## config.mk

```make
export PLATFORM = sky130hd
export DESIGN_NAME = debounced_button_fan_speed_selector_unit
export DESIGN_NICKNAME = d
export VERILOG_FILES = /design/src/rtl/dbfs_pkg.sv /design/src/rtl/dbfs_lane.sv /design/src/rtl/dbfs_merge.sv /design/src/rtl/debounced_button_fan_speed_selector_unit.sv
export SDC_FILE = /design/constraint.sdc
export NUM_CORES = 1
export LEC_CHECK = 0
export ABC_AREA = 1
export BUFFER_PORTS_ARGS = -buffer_cell sky130_fd_sc_hd__buf_2
export CORE_MARGIN = 2
export CORE_UTILIZATION = 60
export CTS_CLUSTER_DIAMETER = 50
export DETAILED_ROUTE_END_ITERATION = 6
export GPL_TIMING_DRIVEN = 0
export HOLD_SLACK_MARGIN = 0.1
export PLACE_DENSITY_LB_ADDON = 0.1
export SLEW_MARGIN = 5
export SYNTH_ARGS = -nofsm -noshare
export SYNTH_HDL_FRONTEND = slang
export SYNTH_SLANG_ARGS = --single-unit
```

## constraint.sdc

```tcl
create_clock -name clk -period 5.62 [get_ports clk]
set_input_delay 0.281 -clock clk [delete_from_list [all_inputs] [get_ports clk]]
set_output_delay 0.281 -clock clk [all_outputs]
set_load 0.02 [all_outputs]
```

## src/rtl/dbfs_pkg.sv

```systemverilog
// dbfs_pkg: shared constants, types and helpers for the debounced button
// fan speed selector. No dependencies.
`timescale 1ns / 1ps

package dbfs_pkg;

  localparam int NUM_BUTTONS = 4;
  localparam int COUNT_WIDTH = 8;
  localparam int CFG_WIDTH   = 8;
  localparam int CMD_WIDTH   = 3;
  localparam int SPEED_WIDTH = 2;
  localparam int DRIVE_WIDTH = 3;
  localparam int CMP_WIDTH   = (COUNT_WIDTH > CFG_WIDTH) ? COUNT_WIDTH : CFG_WIDTH;

  localparam int IN_DATA_WIDTH  = ((NUM_BUTTONS + CMD_WIDTH + 7) / 8) * 8;
  localparam int OUT_FLD_WIDTH  = SPEED_WIDTH + DRIVE_WIDTH + 2;
  localparam int OUT_DATA_WIDTH = ((OUT_FLD_WIDTH + 7) / 8) * 8;

  localparam logic [CFG_WIDTH-1:0]   DEBOUNCE_RESET = CFG_WIDTH'(35);
  localparam logic [SPEED_WIDTH-1:0] MAX_SPEED      = SPEED_WIDTH'(3);
  localparam logic [SPEED_WIDTH-1:0] SPEED_OFF      = '0;
  localparam logic [COUNT_WIDTH-1:0] COUNT_MAX      = '1;

  localparam logic MODE_TICK    = 1'b0;
  localparam logic MODE_COMMAND = 1'b1;

  typedef struct packed {
    logic [SPEED_WIDTH-1:0] speed;
    logic                   applied;
    logic                   rejected;
  } result_t;

  function automatic logic [SPEED_WIDTH-1:0] button_speed(input int idx);
    if (idx > int'(MAX_SPEED)) begin
      return MAX_SPEED;
    end
    return SPEED_WIDTH'(idx);
  endfunction

  function automatic logic [DRIVE_WIDTH-1:0] drive_for(input logic [SPEED_WIDTH-1:0] speed);
    logic [DRIVE_WIDTH-1:0] d;
    d = '1;
    if (speed != SPEED_OFF) begin
      d[speed - SPEED_WIDTH'(1)] = 1'b0;
    end
    return d;
  endfunction

endpackage

```

## src/rtl/dbfs_lane.sv

```systemverilog
// dbfs_lane: debounce lane for one button (raw level, tick counter, stable level).
// Depends on dbfs_pkg.
`timescale 1ns / 1ps

module dbfs_lane (
  input  logic                              clk,
  input  logic                              rst_n,
  input  logic                              tick_en,
  input  logic                              level,
  input  logic [dbfs_pkg::CFG_WIDTH-1:0]    debounce_ticks,
  output logic                              press
);

  logic                             last_raw_r, last_raw_nxt;
  logic                             stable_r, stable_nxt;
  logic [dbfs_pkg::COUNT_WIDTH-1:0] count_r, count_nxt;
  logic                             now_p;
  logic                             qualify;

  assign now_p = ~level;

  always_comb begin
    last_raw_nxt = now_p;
    if (now_p != last_raw_r) begin
      count_nxt = '0;
    end else if (count_r != dbfs_pkg::COUNT_MAX) begin
      count_nxt = count_r + dbfs_pkg::COUNT_WIDTH'(1);
    end else begin
      count_nxt = count_r;
    end
    qualify = (dbfs_pkg::CMP_WIDTH'(count_nxt) >= dbfs_pkg::CMP_WIDTH'(debounce_ticks))
              && (now_p != stable_r);
    stable_nxt = qualify ? now_p : stable_r;
    press      = tick_en && qualify && now_p;
  end

  always_ff @(posedge clk) begin
    if (!rst_n) begin
      last_raw_r <= 1'b0;
      stable_r   <= 1'b0;
      count_r    <= '0;
    end else if (tick_en) begin
      last_raw_r <= last_raw_nxt;
      stable_r   <= stable_nxt;
      count_r    <= count_nxt;
    end
  end

endmodule

```

## src/rtl/dbfs_merge.sv

```systemverilog
// dbfs_merge: combines lane presses (highest index wins) with host commands
// and holds the current fan speed. Depends on dbfs_pkg.
`timescale 1ns / 1ps

module dbfs_merge (
  input  logic                               clk,
  input  logic                               rst_n,
  input  logic                               accept,
  input  logic                               mode,
  input  logic [dbfs_pkg::CMD_WIDTH-1:0]     command_speed,
  input  logic [dbfs_pkg::NUM_BUTTONS-1:0]   press,
  output dbfs_pkg::result_t                  result
);

  logic [dbfs_pkg::SPEED_WIDTH-1:0] speed_r, speed_nxt;
  logic [dbfs_pkg::SPEED_WIDTH-1:0] press_speed;
  logic                             any_press;

  always_comb begin
    press_speed = dbfs_pkg::SPEED_OFF;
    any_press   = 1'b0;
    for (int i = 0; i < dbfs_pkg::NUM_BUTTONS; i++) begin
      if (press[i]) begin
        press_speed = dbfs_pkg::button_speed(i);
        any_press   = 1'b1;
      end
    end
  end

  always_comb begin
    speed_nxt       = speed_r;
    result.applied  = 1'b0;
    result.rejected = 1'b0;
    unique case (mode)
      dbfs_pkg::MODE_COMMAND: begin
        if (command_speed <= dbfs_pkg::CMD_WIDTH'(dbfs_pkg::MAX_SPEED)) begin
          speed_nxt      = dbfs_pkg::SPEED_WIDTH'(command_speed);
          result.applied = 1'b1;
        end else begin
          result.rejected = 1'b1;
        end
      end
      default: begin
        if (any_press) begin
          speed_nxt      = press_speed;
          result.applied = 1'b1;
        end
      end
    endcase
    result.speed = speed_nxt;
  end

  always_ff @(posedge clk) begin
    if (!rst_n) begin
      speed_r <= dbfs_pkg::SPEED_OFF;
    end else if (accept) begin
      speed_r <= speed_nxt;
    end
  end

endmodule

```

## src/rtl/debounced_button_fan_speed_selector_unit.sv

```systemverilog
// debounced_button_fan_speed_selector_unit: top level with button lanes,
// merge stage and output register. Depends on dbfs_pkg, dbfs_lane, dbfs_merge.
//
//  channel | dir | handshake           | payload
//  in_     | in  | in_tvalid/in_tready | tuser: mode; tdata: button_levels, command_speed
//  out_    | out | out_tvalid/out_tready | tdata: speed, drive_lines, applied, rejected
//  cfg_    | in  | cfg_we              | cfg_data: debounce_ticks
//
// One transaction per cycle while the output is not stalled; each result appears the
// cycle after its input is accepted, from the output register.
// Lanes update in parallel on each accepted tick-mode transaction; rate is set by the output register.
// in_tready follows out_tready when a result is held; stalls hold lane, speed and output state.
// Synchronous active-low reset clears lanes, speed and output valid.
`timescale 1ns / 1ps

module debounced_button_fan_speed_selector_unit (
  input  logic                                  clk,
  input  logic                                  rst_n,
  input  logic                                  in_tvalid,
  output logic                                  in_tready,
  // [0] mode
  input  logic                                  in_tuser,
  // [3:0] button_levels, [6:4] command_speed, rest zero
  input  logic [dbfs_pkg::IN_DATA_WIDTH-1:0]    in_tdata,
  output logic                                  out_tvalid,
  input  logic                                  out_tready,
  // [1:0] speed, [4:2] drive_lines, [5] speed_applied, [6] command_rejected
  output logic [dbfs_pkg::OUT_DATA_WIDTH-1:0]   out_tdata,
  input  logic                                  cfg_we,
  input  logic [dbfs_pkg::CFG_WIDTH-1:0]        cfg_data
);

  logic                                   accept;
  logic                                   tick_en;
  logic [dbfs_pkg::NUM_BUTTONS-1:0]       levels;
  logic [dbfs_pkg::CMD_WIDTH-1:0]         cmd;
  logic [dbfs_pkg::NUM_BUTTONS-1:0]       press;
  logic [dbfs_pkg::CFG_WIDTH-1:0]         debounce_r;
  logic                                   out_valid_r, out_valid_nxt;
  logic [dbfs_pkg::OUT_DATA_WIDTH-1:0]    out_data_r, out_data_nxt;
  dbfs_pkg::result_t                      result;

  assign in_tready = !out_valid_r || out_tready;
  assign accept    = in_tvalid && in_tready;
  assign tick_en   = accept && (in_tuser == dbfs_pkg::MODE_TICK);
  assign levels    = in_tdata[dbfs_pkg::NUM_BUTTONS-1:0];
  assign cmd       = in_tdata[dbfs_pkg::NUM_BUTTONS +: dbfs_pkg::CMD_WIDTH];

  always_ff @(posedge clk) begin
    if (!rst_n) begin
      debounce_r <= dbfs_pkg::DEBOUNCE_RESET;
    end else if (cfg_we) begin
      debounce_r <= cfg_data;
    end
  end

  for (genvar g = 0; g < dbfs_pkg::NUM_BUTTONS; g++) begin : g_lane
    dbfs_lane u_lane (
      .clk            (clk),
      .rst_n          (rst_n),
      .tick_en        (tick_en),
      .level          (levels[g]),
      .debounce_ticks (debounce_r),
      .press          (press[g])
    );
  end

  dbfs_merge u_merge (
    .clk           (clk),
    .rst_n         (rst_n),
    .accept        (accept),
    .mode          (in_tuser),
    .command_speed (cmd),
    .press         (press),
    .result        (result)
  );

  always_comb begin
    out_valid_nxt = out_valid_r;
    out_data_nxt  = out_data_r;
    if (accept) begin
      out_valid_nxt = 1'b1;
      out_data_nxt  = dbfs_pkg::OUT_DATA_WIDTH'({result.rejected, result.applied,
                                                 dbfs_pkg::drive_for(result.speed),
                                                 result.speed});
    end else if (out_tready) begin
      out_valid_nxt = 1'b0;
    end
  end

  always_ff @(posedge clk) begin
    if (!rst_n) begin
      out_valid_r <= 1'b0;
    end else begin
      out_valid_r <= out_valid_nxt;
    end
  end

  always_ff @(posedge clk) begin
    out_data_r <= out_data_nxt;
  end

  assign out_tvalid = out_valid_r;
  assign out_tdata  = out_data_r;

endmodule
```

==> results.md, run 1 <==
- Total GRT Usage: 27.8%
- Yosys top cell by area: dfxtp_1
- Initial Util: 61.6%
- Largest cells by area after synthesis: dfxtp_1 (26%), ha_1 (12%), nand2_1 (9.3%)
- First-pass DRT Iterations: 5
- Static leakage: 2.09 nW
- Max Cap Viol: 0
- Worst rel slew slack: 58.8%
- Starting DRC count in detailed routing: 213
- TNS Setup: 0 ns
- RSZ-0062 raised after global routing: no
- Synth cell types: 40
- RR Endpoint: out_tdata[4]$_SDFFCE_PN1P_
- Least-Margin Pin Slew: approximately 0.62 ns
- Placed cell areas: 4110 um2
- Final max-slew violation count: 0
- Die width: approximately 84 um
- Crit start category: flip-flop
- CTS tree: yes
- Layout cells sized above 1: between 10% and 20%
- Final Skew: about 0.0073 ns
- Gpl congestion: 0.896
- Post-synth top area share: roughly a quarter
- Maximum clock path buffer count: 2
- DRC errors left: 0
- Inserted Clock Buffers: 9
- Clock Sinks: 58
- I/O pins: 32
- Hold path start: cfg_data[5]
- Syn Area/Cell: a little over 7 um2
- Max FO, Critical Path: 6
- Largest net degree at the start of global routing: 12
- Vias in the first global route: 3481
- Setup crit end: out_tdata[4]$_SDFFCE_PN1P_
- Clock Latency Late Sink: ~0.34 ns
- Routed Antenna Nets: 0
- Post-CTS Resized: 0
- Crit path DAT: between 3 and 4 ns
- First-pass GRT wire length: between 15000 and 20000 um
- N_diodes: 0
- Crit path kind: flip-flop to flip-flop
- FMAX: between 0.3 and 0.4 GHz
- Flop2flop setup slack: 2.46 ns
- Syn Inst Count: around 550
- CP Capture Type: flip-flop
- R2r worst-path depth: 21
- Layout area overhead: 10.2%
- Synth Warn #: 0
- Post-CTS Setup Repair Bufs: 0
- Initial antenna violation count: 0
- FFs w/ async S/R, synth: 0%
- Routed WL: 9550 um
- # setup viols final: 0
- Rows: 29
- Post-Syn Area: between 3000 and 4000 um2
- Seq/Total Area, Yosys: a little under a third
- Clock transition at path regs: 0.06 ns
- Grt total ovfl: 0
- Peak supply drop: 0.000146 V
- CORE AREA: 6280 um2
- Final Hold Fails: 0
- Wire per inst: about 14 um
- IO buf count: 29
- Commonest cells in the netlist: nand2_1 (96), inv_1 (78), a21oi_1 (59), nor2_1 (54)
- Mapped Nets: 603
- H-tree depth: 3
- Min-delay worst type: primary input to flip-flop
- Final instance area: approximately 4300 um2
- Post-CTS Hold Buffers: 0
- Reg-to-Reg Start: g_lane[2].u_lane.count_r[0]$_SDFFE_PN0P_
- DPL Wire Length: approximately 7000 um
- Net count reported at finish: 643
- #FFs+latches synth: 58
- Root buffer cell: clkbuf_8
- Most common flop cell mapped by yosys: dfxtp_1
- Critical Path Source: g_lane[2].u_lane.count_r[0]$_SDFFE_PN0P_
- Min Tclk post-route: 3.16 ns
- Worst EP required: 5.71 ns
- Die area: 7110 um2
- Vias per inst: 5.56
- Outcome: finished, final reports clean
- DR vias: 3709
- Die H: roughly 84 um
- Top-count cell post-synth: nand2_1
- Fin crit share: 56.2%
- Post-synth EDFFs: 7
- Pwr per Cell Area: 231 nW/um2
-- final cells by class --
cell class,instances,area (um2)
multi-input cells,390,2250
inverters,84,315
well taps,77,96.3
clock buffers,11,131
fillers,575,2010
plain buffers,13,67.6
flip-flops and latches,58,1230
clock inverters,5,21.3
repair buffers,29,145
-- how the worst min path moves through the flow --
stage	endpoint	slack, ns	cells after the start
after floorplan	g_lane[2].u_lane.last_raw_r$_SDFFE_PN0P_	0.37	1
after global placement	g_lane[2].u_lane.stable_r$_SDFFE_PN0N_	0.46	2
after detailed placement	g_lane[3].u_lane.stable_r$_SDFFE_PN0N_	0.47	2
after CTS	debounce_r[5]$_SDFFE_PN1P_	0.15	3
after global routing	debounce_r[5]$_SDFFE_PN1P_	0.16	3
final	debounce_r[5]$_SDFFE_PN1P_	0.16	3
-- placed cells by master, fill, tap and decap left out, types with 4 or more instances in the layout --
cell      count
o21bai_1      4
nor2_1       54
edfxtp_1      7
buf_2        35
o21ai_0      51
a21oi_1      59
a211oi_1      4
nand2_1      96
clkbuf_8      9
o21a_1        4
nand4_1       5
o21ai_1       5
nor2_2        4
nor3_1        7
clkbuf_1      7
inv_1        78
nand2_2       5
dfxtp_1      51
nand3_1      22
inv_2         6
xor2_1       12
ha_1         36
-- per-stage QoR --
stage               hold slack, ns  total power, mW  util (%)  std cells  setup slack [ns]
detailed placement           0.469            0.668      65.5        651              2.52
global placement             0.458            0.659      65.5        651              2.63
floorplan                    0.370            0.610         -        545              2.92
CTS                          0.147            0.987      67.9        667              2.49
finish                       0.159            0.985      67.9        667              2.46
global route                 0.157             1.04      67.9        667              2.14
-- critical path: stages, from the launching register on --
cell,delay (ns)
dfxtp_1,0.39
ha_1,0.20
nand2_2,0.09
nor2_2,0.10
nand3_1,0.12
nor2_1,0.16
nand2_2,0.12
nand3_1,0.11
nor2_1,0.06
xor2_1,0.13
nand2_1,0.09
inv_1,0.06
ha_1,0.29
a21oi_1,0.13
o21a_1,0.12
nand2_1,0.07
nand3_1,0.14
nand2_1,0.09
inv_2,0.09
nand3_1,0.14
nand2_2,0.15
nand2_1,0.06
-- report_power, final --
part,leakage [nW],switching (mW),total [mW],internal [mW]
combinational,1.53,0.127,0.197,0.0699
sequential,0.484,0.0198,0.465,0.445
clock,0.0796,0.168,0.322,0.154
total,2.09,0.316,0.985,0.669
-- routing by layer --
| layer | global-route usage [%] | routed length (um) | share of wire (%) | vias to the layer above |
|---|---|---|---|---|
| met5 | 0 | 0 | 0 | - |
| met4 | 16.0 | 253 | 2.7 | 0 |
| met3 | 4.52 | 519 | 5.4 | 23 |
| met2 | 46.1 | 4560 | 48 | 110 |
| met1 | 34.1 | 4210 | 44 | 1708 |
| li1 | - | - | - | 1868 |
-- registers in the layout, indices dropped and copies added (netlist names) --
name and flops:
u_merge.speed_r 2, g_lane.u_lane.last_raw_r 4, g_lane.u_lane.count_r 32, debounce_r 8, g_lane.u_lane.stable_r 4, out_tdata 7, out_tvalid 1
-- kinds of logic (layout without fill, tap and decap cells) --
| family | after synthesis | in the layout | share of synthesized area [%] |
|---|---|---|---|
| adders and majority gates | 36 | 36 | 11.6 |
| buffers and inverters | 97 | 142 | 9.90 |
| xor gates and xnor gates | 14 | 14 | 3.17 |
| AOI/OAI and AO/OA | 134 | 134 | 19.0 |
| and+or+nand+nor | 205 | 205 | 24.4 |
| other | 1 | 1 | 0.0969 |
| DFF | 58 | 58 | 31.8 |
Note: power is estimated with default switching activity, not from simulation.
==> run 2, diff against run 1 <==
Settings changed: ABC_AREA 1 to 0.
Clock period 5.62 ns to 3 ns, I/O delays scaled along.
==> run 2 against run 1 <==
Net effect: die area rose by 0.64%; highest routed layer unchanged; the flow now finishes with violations (negative setup slack); sequential share of layout area down 2.2 points; register-to-register slack got worse by 2.5 ns; synthesized cell count shrank 15%; final area is 11% higher; power up 84%; synthesized area up 0.68%; cell count shrank 8.8%.
==> results.md, run 2 <==
- Outcome: finished with violations
- Violated checks: negative setup slack
- Buf/Inv on CP: 1
- Final max-slew violation count: 0
- Die width: approximately 85 um
- Rows: 29
- Root buffer cell: clkbuf_8
- GR met1 Demand/Resource: 39.8%
- Die area: 7150 um2
- Main combinational cell family by area after synthesis: compound AO/OA/AOI/OAI gates
- Switching part of the total power: 29.0%
- Post-synthesis xor/xnor area fraction: 3.60%
- Worst EP required: 3.11 ns
- FMAX: roughly 0.33 GHz
- CORE AREA: 6310 um2
- Clock transition at path regs: 0.07 ns
- Initial antenna violation count: 0
- Post-synth EDFFs: 7
- Largest net degree at the start of global routing: 12
- Fin crit share: 101%
- Least-Margin Pin Slew: 0.646 ns
- Pre-CTS WS: -0.467 ns
- Starting DRC count in detailed routing: 321
- DPL Wire Length: 7000 um
- Pwr per Cell Area: 382 nW/um2
- Grt total ovfl: 0
- N_diodes: 0
- Post-Syn Area: 3890 um2
- Initial Util: 61.7%
- H-tree depth: 3
- Static leakage: 1.87 nW
- Min-delay worst type: primary input to flip-flop
- Largest cells by area after synthesis: dfxtp_1 (26%), ha_1 (12%), nand2_1 (5.8%)
- CP Capture Type: flip-flop
- Seq/Total Area, Yosys: 31.6%
- Compound-Gate Fraction of Synth Area: 23.2%
- First-pass DRT Iterations: 5
- Min Tclk post-route: 3.02 ns
- Kind of cell adding the most delay to the critical path: compound AO/OA/AOI/OAI gates
- Max Cap Viol: 0
- Overall power: between 1.5 and 2 mW
- Most frequent cells in the layout: nand2_1 (58), nor2_1 (46), a21oi_1 (39)
- Top reg by flops: g_lane.u_lane.count_r
- Clock Sinks: 58
- Critical-path cell list: and3_4 > nand2_2 > or2_0 > buf_4 > xor2_2 > nand2_1 > ha_1 > nand2b_4 > a2111o_1 > a31oi_4 > o221ai_2 > o21bai_4 > a21o_1
- Synth Warn #: 0
- Most common flop cell mapped by yosys: dfxtp_1
- Crit path DAT: 3.13 ns
- PnR worst setup slack: -0.0182 ns
- Yosys top cell by area: dfxtp_1
- Post-synthesis mux area share: 3.12%
- Total GRT Usage: 30.1%
- Register share of total power: 45.5%
- Vias in the first global route: 3528
- Routed Antenna Nets: 0
- I/O pins: 32
- Inserted Clock Buffers: 9
- Clk network pwr share: 36.8%
- Maximum clock path buffer count: 2
- Top-count cell post-synth: nand2_1
- Leading cell type in the layout, fill and taps excluded: nand2_1
- Vias per inst: 6.18
- Commonest cells in the netlist: nand2_1 (60), dfxtp_1 (51), nor2_1 (47), a21oi_1 (39), ha_1 (36)
- Largest register FFs: 32
- CTS tree: yes
- First-pass GRT wire length: about 17000 um
- Int Pwr: 1.29 mW
- Final Hold Fails: 0
- #FFs+latches synth: 58
- Crit-path slowest cell: a2111o_1
- Slowest cell delay on critical path: 0.45 ns
- FFs w/ async S/R, synth: 0%
- Combinational share of power: 17.7%
- Peak supply drop: around 0.00029 V
- Layout area overhead: 21.7%
- Layout cells sized above 1: ~22%
- Syn Inst Count: 462
- Gpl congestion: between 0.8 and 0.9
- Net count reported at finish: 584
- Syn Area/Cell: between 8 and 9 um2
- Adder-Cell Fraction of Synth Area: 11.6%
- GR Layer Usage met3: 6.19%
- Mapped Nets: 520
- Max FO, Critical Path: 5
- Routed WL: 10700 um
- Net Switching: 0.525 mW
- Post-synth top area share: a little over a quarter
- RSZ-0062 raised after global routing: yes
- Wire per inst: roughly 18 um
- DRC errors left: 0
- DR vias: 3756
- Die H: between 80 and 90 um
- # setup viols final: 2
- Synth cell types: 70
- GRT busiest layer: met2
- Clock Latency Late Sink: roughly 0.35 ns
- Final Skew: 0.0141 ns
- Met2 usage: 49.2%
- IO buf count: 26
- Simple-Gate Fraction of Synth Area: between 20 and 25%
- Crit path kind: flip-flop to flip-flop
- Worst rel slew slack: 56.9%
- Crit start category: flip-flop
-- run 2: cell count changes after synthesis, moves of 7 or more --
cell | before | now
a211oi_1 | 4 | 13
a21oi_1 | 59 | 39
a31oi_1 | 1 | 17
and3_1 | 0 | 10
clkbuf_1 | 5 | 15
inv_1 | 78 | 12
mux2i_1 | 0 | 11
nand2_1 | 96 | 60
nand3_1 | 22 | 9
nor2_1 | 54 | 47
o21ai_0 | 51 | 18
-- run 2: metrics by stage --
stage	TNS [ns]	util [%]	hold WS, ns	instances	instance area (um2)
global route	-0.500	75.1	0.164	608	4740
CTS	-0.00177	72.4	0.165	599	4570
detailed placement	-2.53	65.4	0.383	565	4130
global placement	-1.73	65.4	0.371	565	4130
finish	-0.0205	75.1	0.161	608	4740
floorplan	0	-	0.246	462	3900
-- run 2: area by class of cell --
class / count / area (um2)
plain buffers: 21 / 109
clock buffers: 16 / 170
fillers: 475 / 1570
inverters: 14 / 52.6
multi-input cells: 366 / 2660
flip-flops and latches: 58 / 1260
well taps: 77 / 96.3
repair buffers: 56 / 385
-- run 2: cell families after synthesis --
logic type,after synthesis
and+or+nand+nor,173
adders and majority gates,36
buffers and inverters,39
other,1
muxes,12
DFF,58
AOI/OAI and AO/OA,127
xor gates and xnor gates,16
-- run 2: path summary, 6_finish.rpt --
| path | start | to | slack (ns) | cells past startpoint |
|---|---|---|---|---|
| setup reg to reg | g_lane[3].u_lane.count_r[3]$_SDFFE_PN0P_ | out_tdata[2]$_SDFFCE_PN1P_ | -0.02 | 13 |
| hold / removal | out_tready | out_tvalid$_SDFFE_PN0P_ | 0.16 | 3 |
| setup / recovery | g_lane[3].u_lane.count_r[3]$_SDFFE_PN0P_ | out_tdata[2]$_SDFFCE_PN1P_ | -0.02 | 13 |
| hold reg to reg | g_lane[3].u_lane.count_r[4]$_SDFFE_PN0P_ | g_lane[3].u_lane.count_r[4]$_SDFFE_PN0P_ | 0.47 | 2 |
-- run 2: worst reg2reg max path, cell delays in order, from the launching register on --
cell and delay, ns:
dfxtp_4 0.35, and3_4 0.19, nand2_2 0.04, or2_0 0.18, buf_4 0.16, xor2_2 0.12, nand2_1 0.08, ha_1 0.30
nand2b_4 0.13, a2111o_1 0.45, a31oi_4 0.26, o221ai_2 0.15, o21bai_4 0.20, a21o_1 0.17
-- run 2: power groups by stage --
stage | sequential [mW] | combinational (mW) | clock [mW]
finish | 0.825 | 0.320 | 0.666
global route | 0.827 | 0.352 | 0.712
CTS | 0.825 | 0.304 | 0.665
detailed placement | 0.845 | 0.277 | 0
global placement | 0.844 | 0.269 | 0
floorplan | 0.850 | 0.189 | 0
-- run 2: what timing repair did --
action	in CTS	in global routing
hold buffers	12	0
endpoints found under the hold margin	15	0
gates cloned	0	1
endpoints found under the setup margin	9	9
buffers inserted	8	10
pin swaps	11	26
gates resized for setup	27	27
-- run 2: layer usage --
metal | vias up | routed length, um
met5 | - | 0
met4 | 0 | 197
met3 | 20 | 681
met2 | 148 | 5090
met1 | 1752 | 4710
li1 | 1836 | -
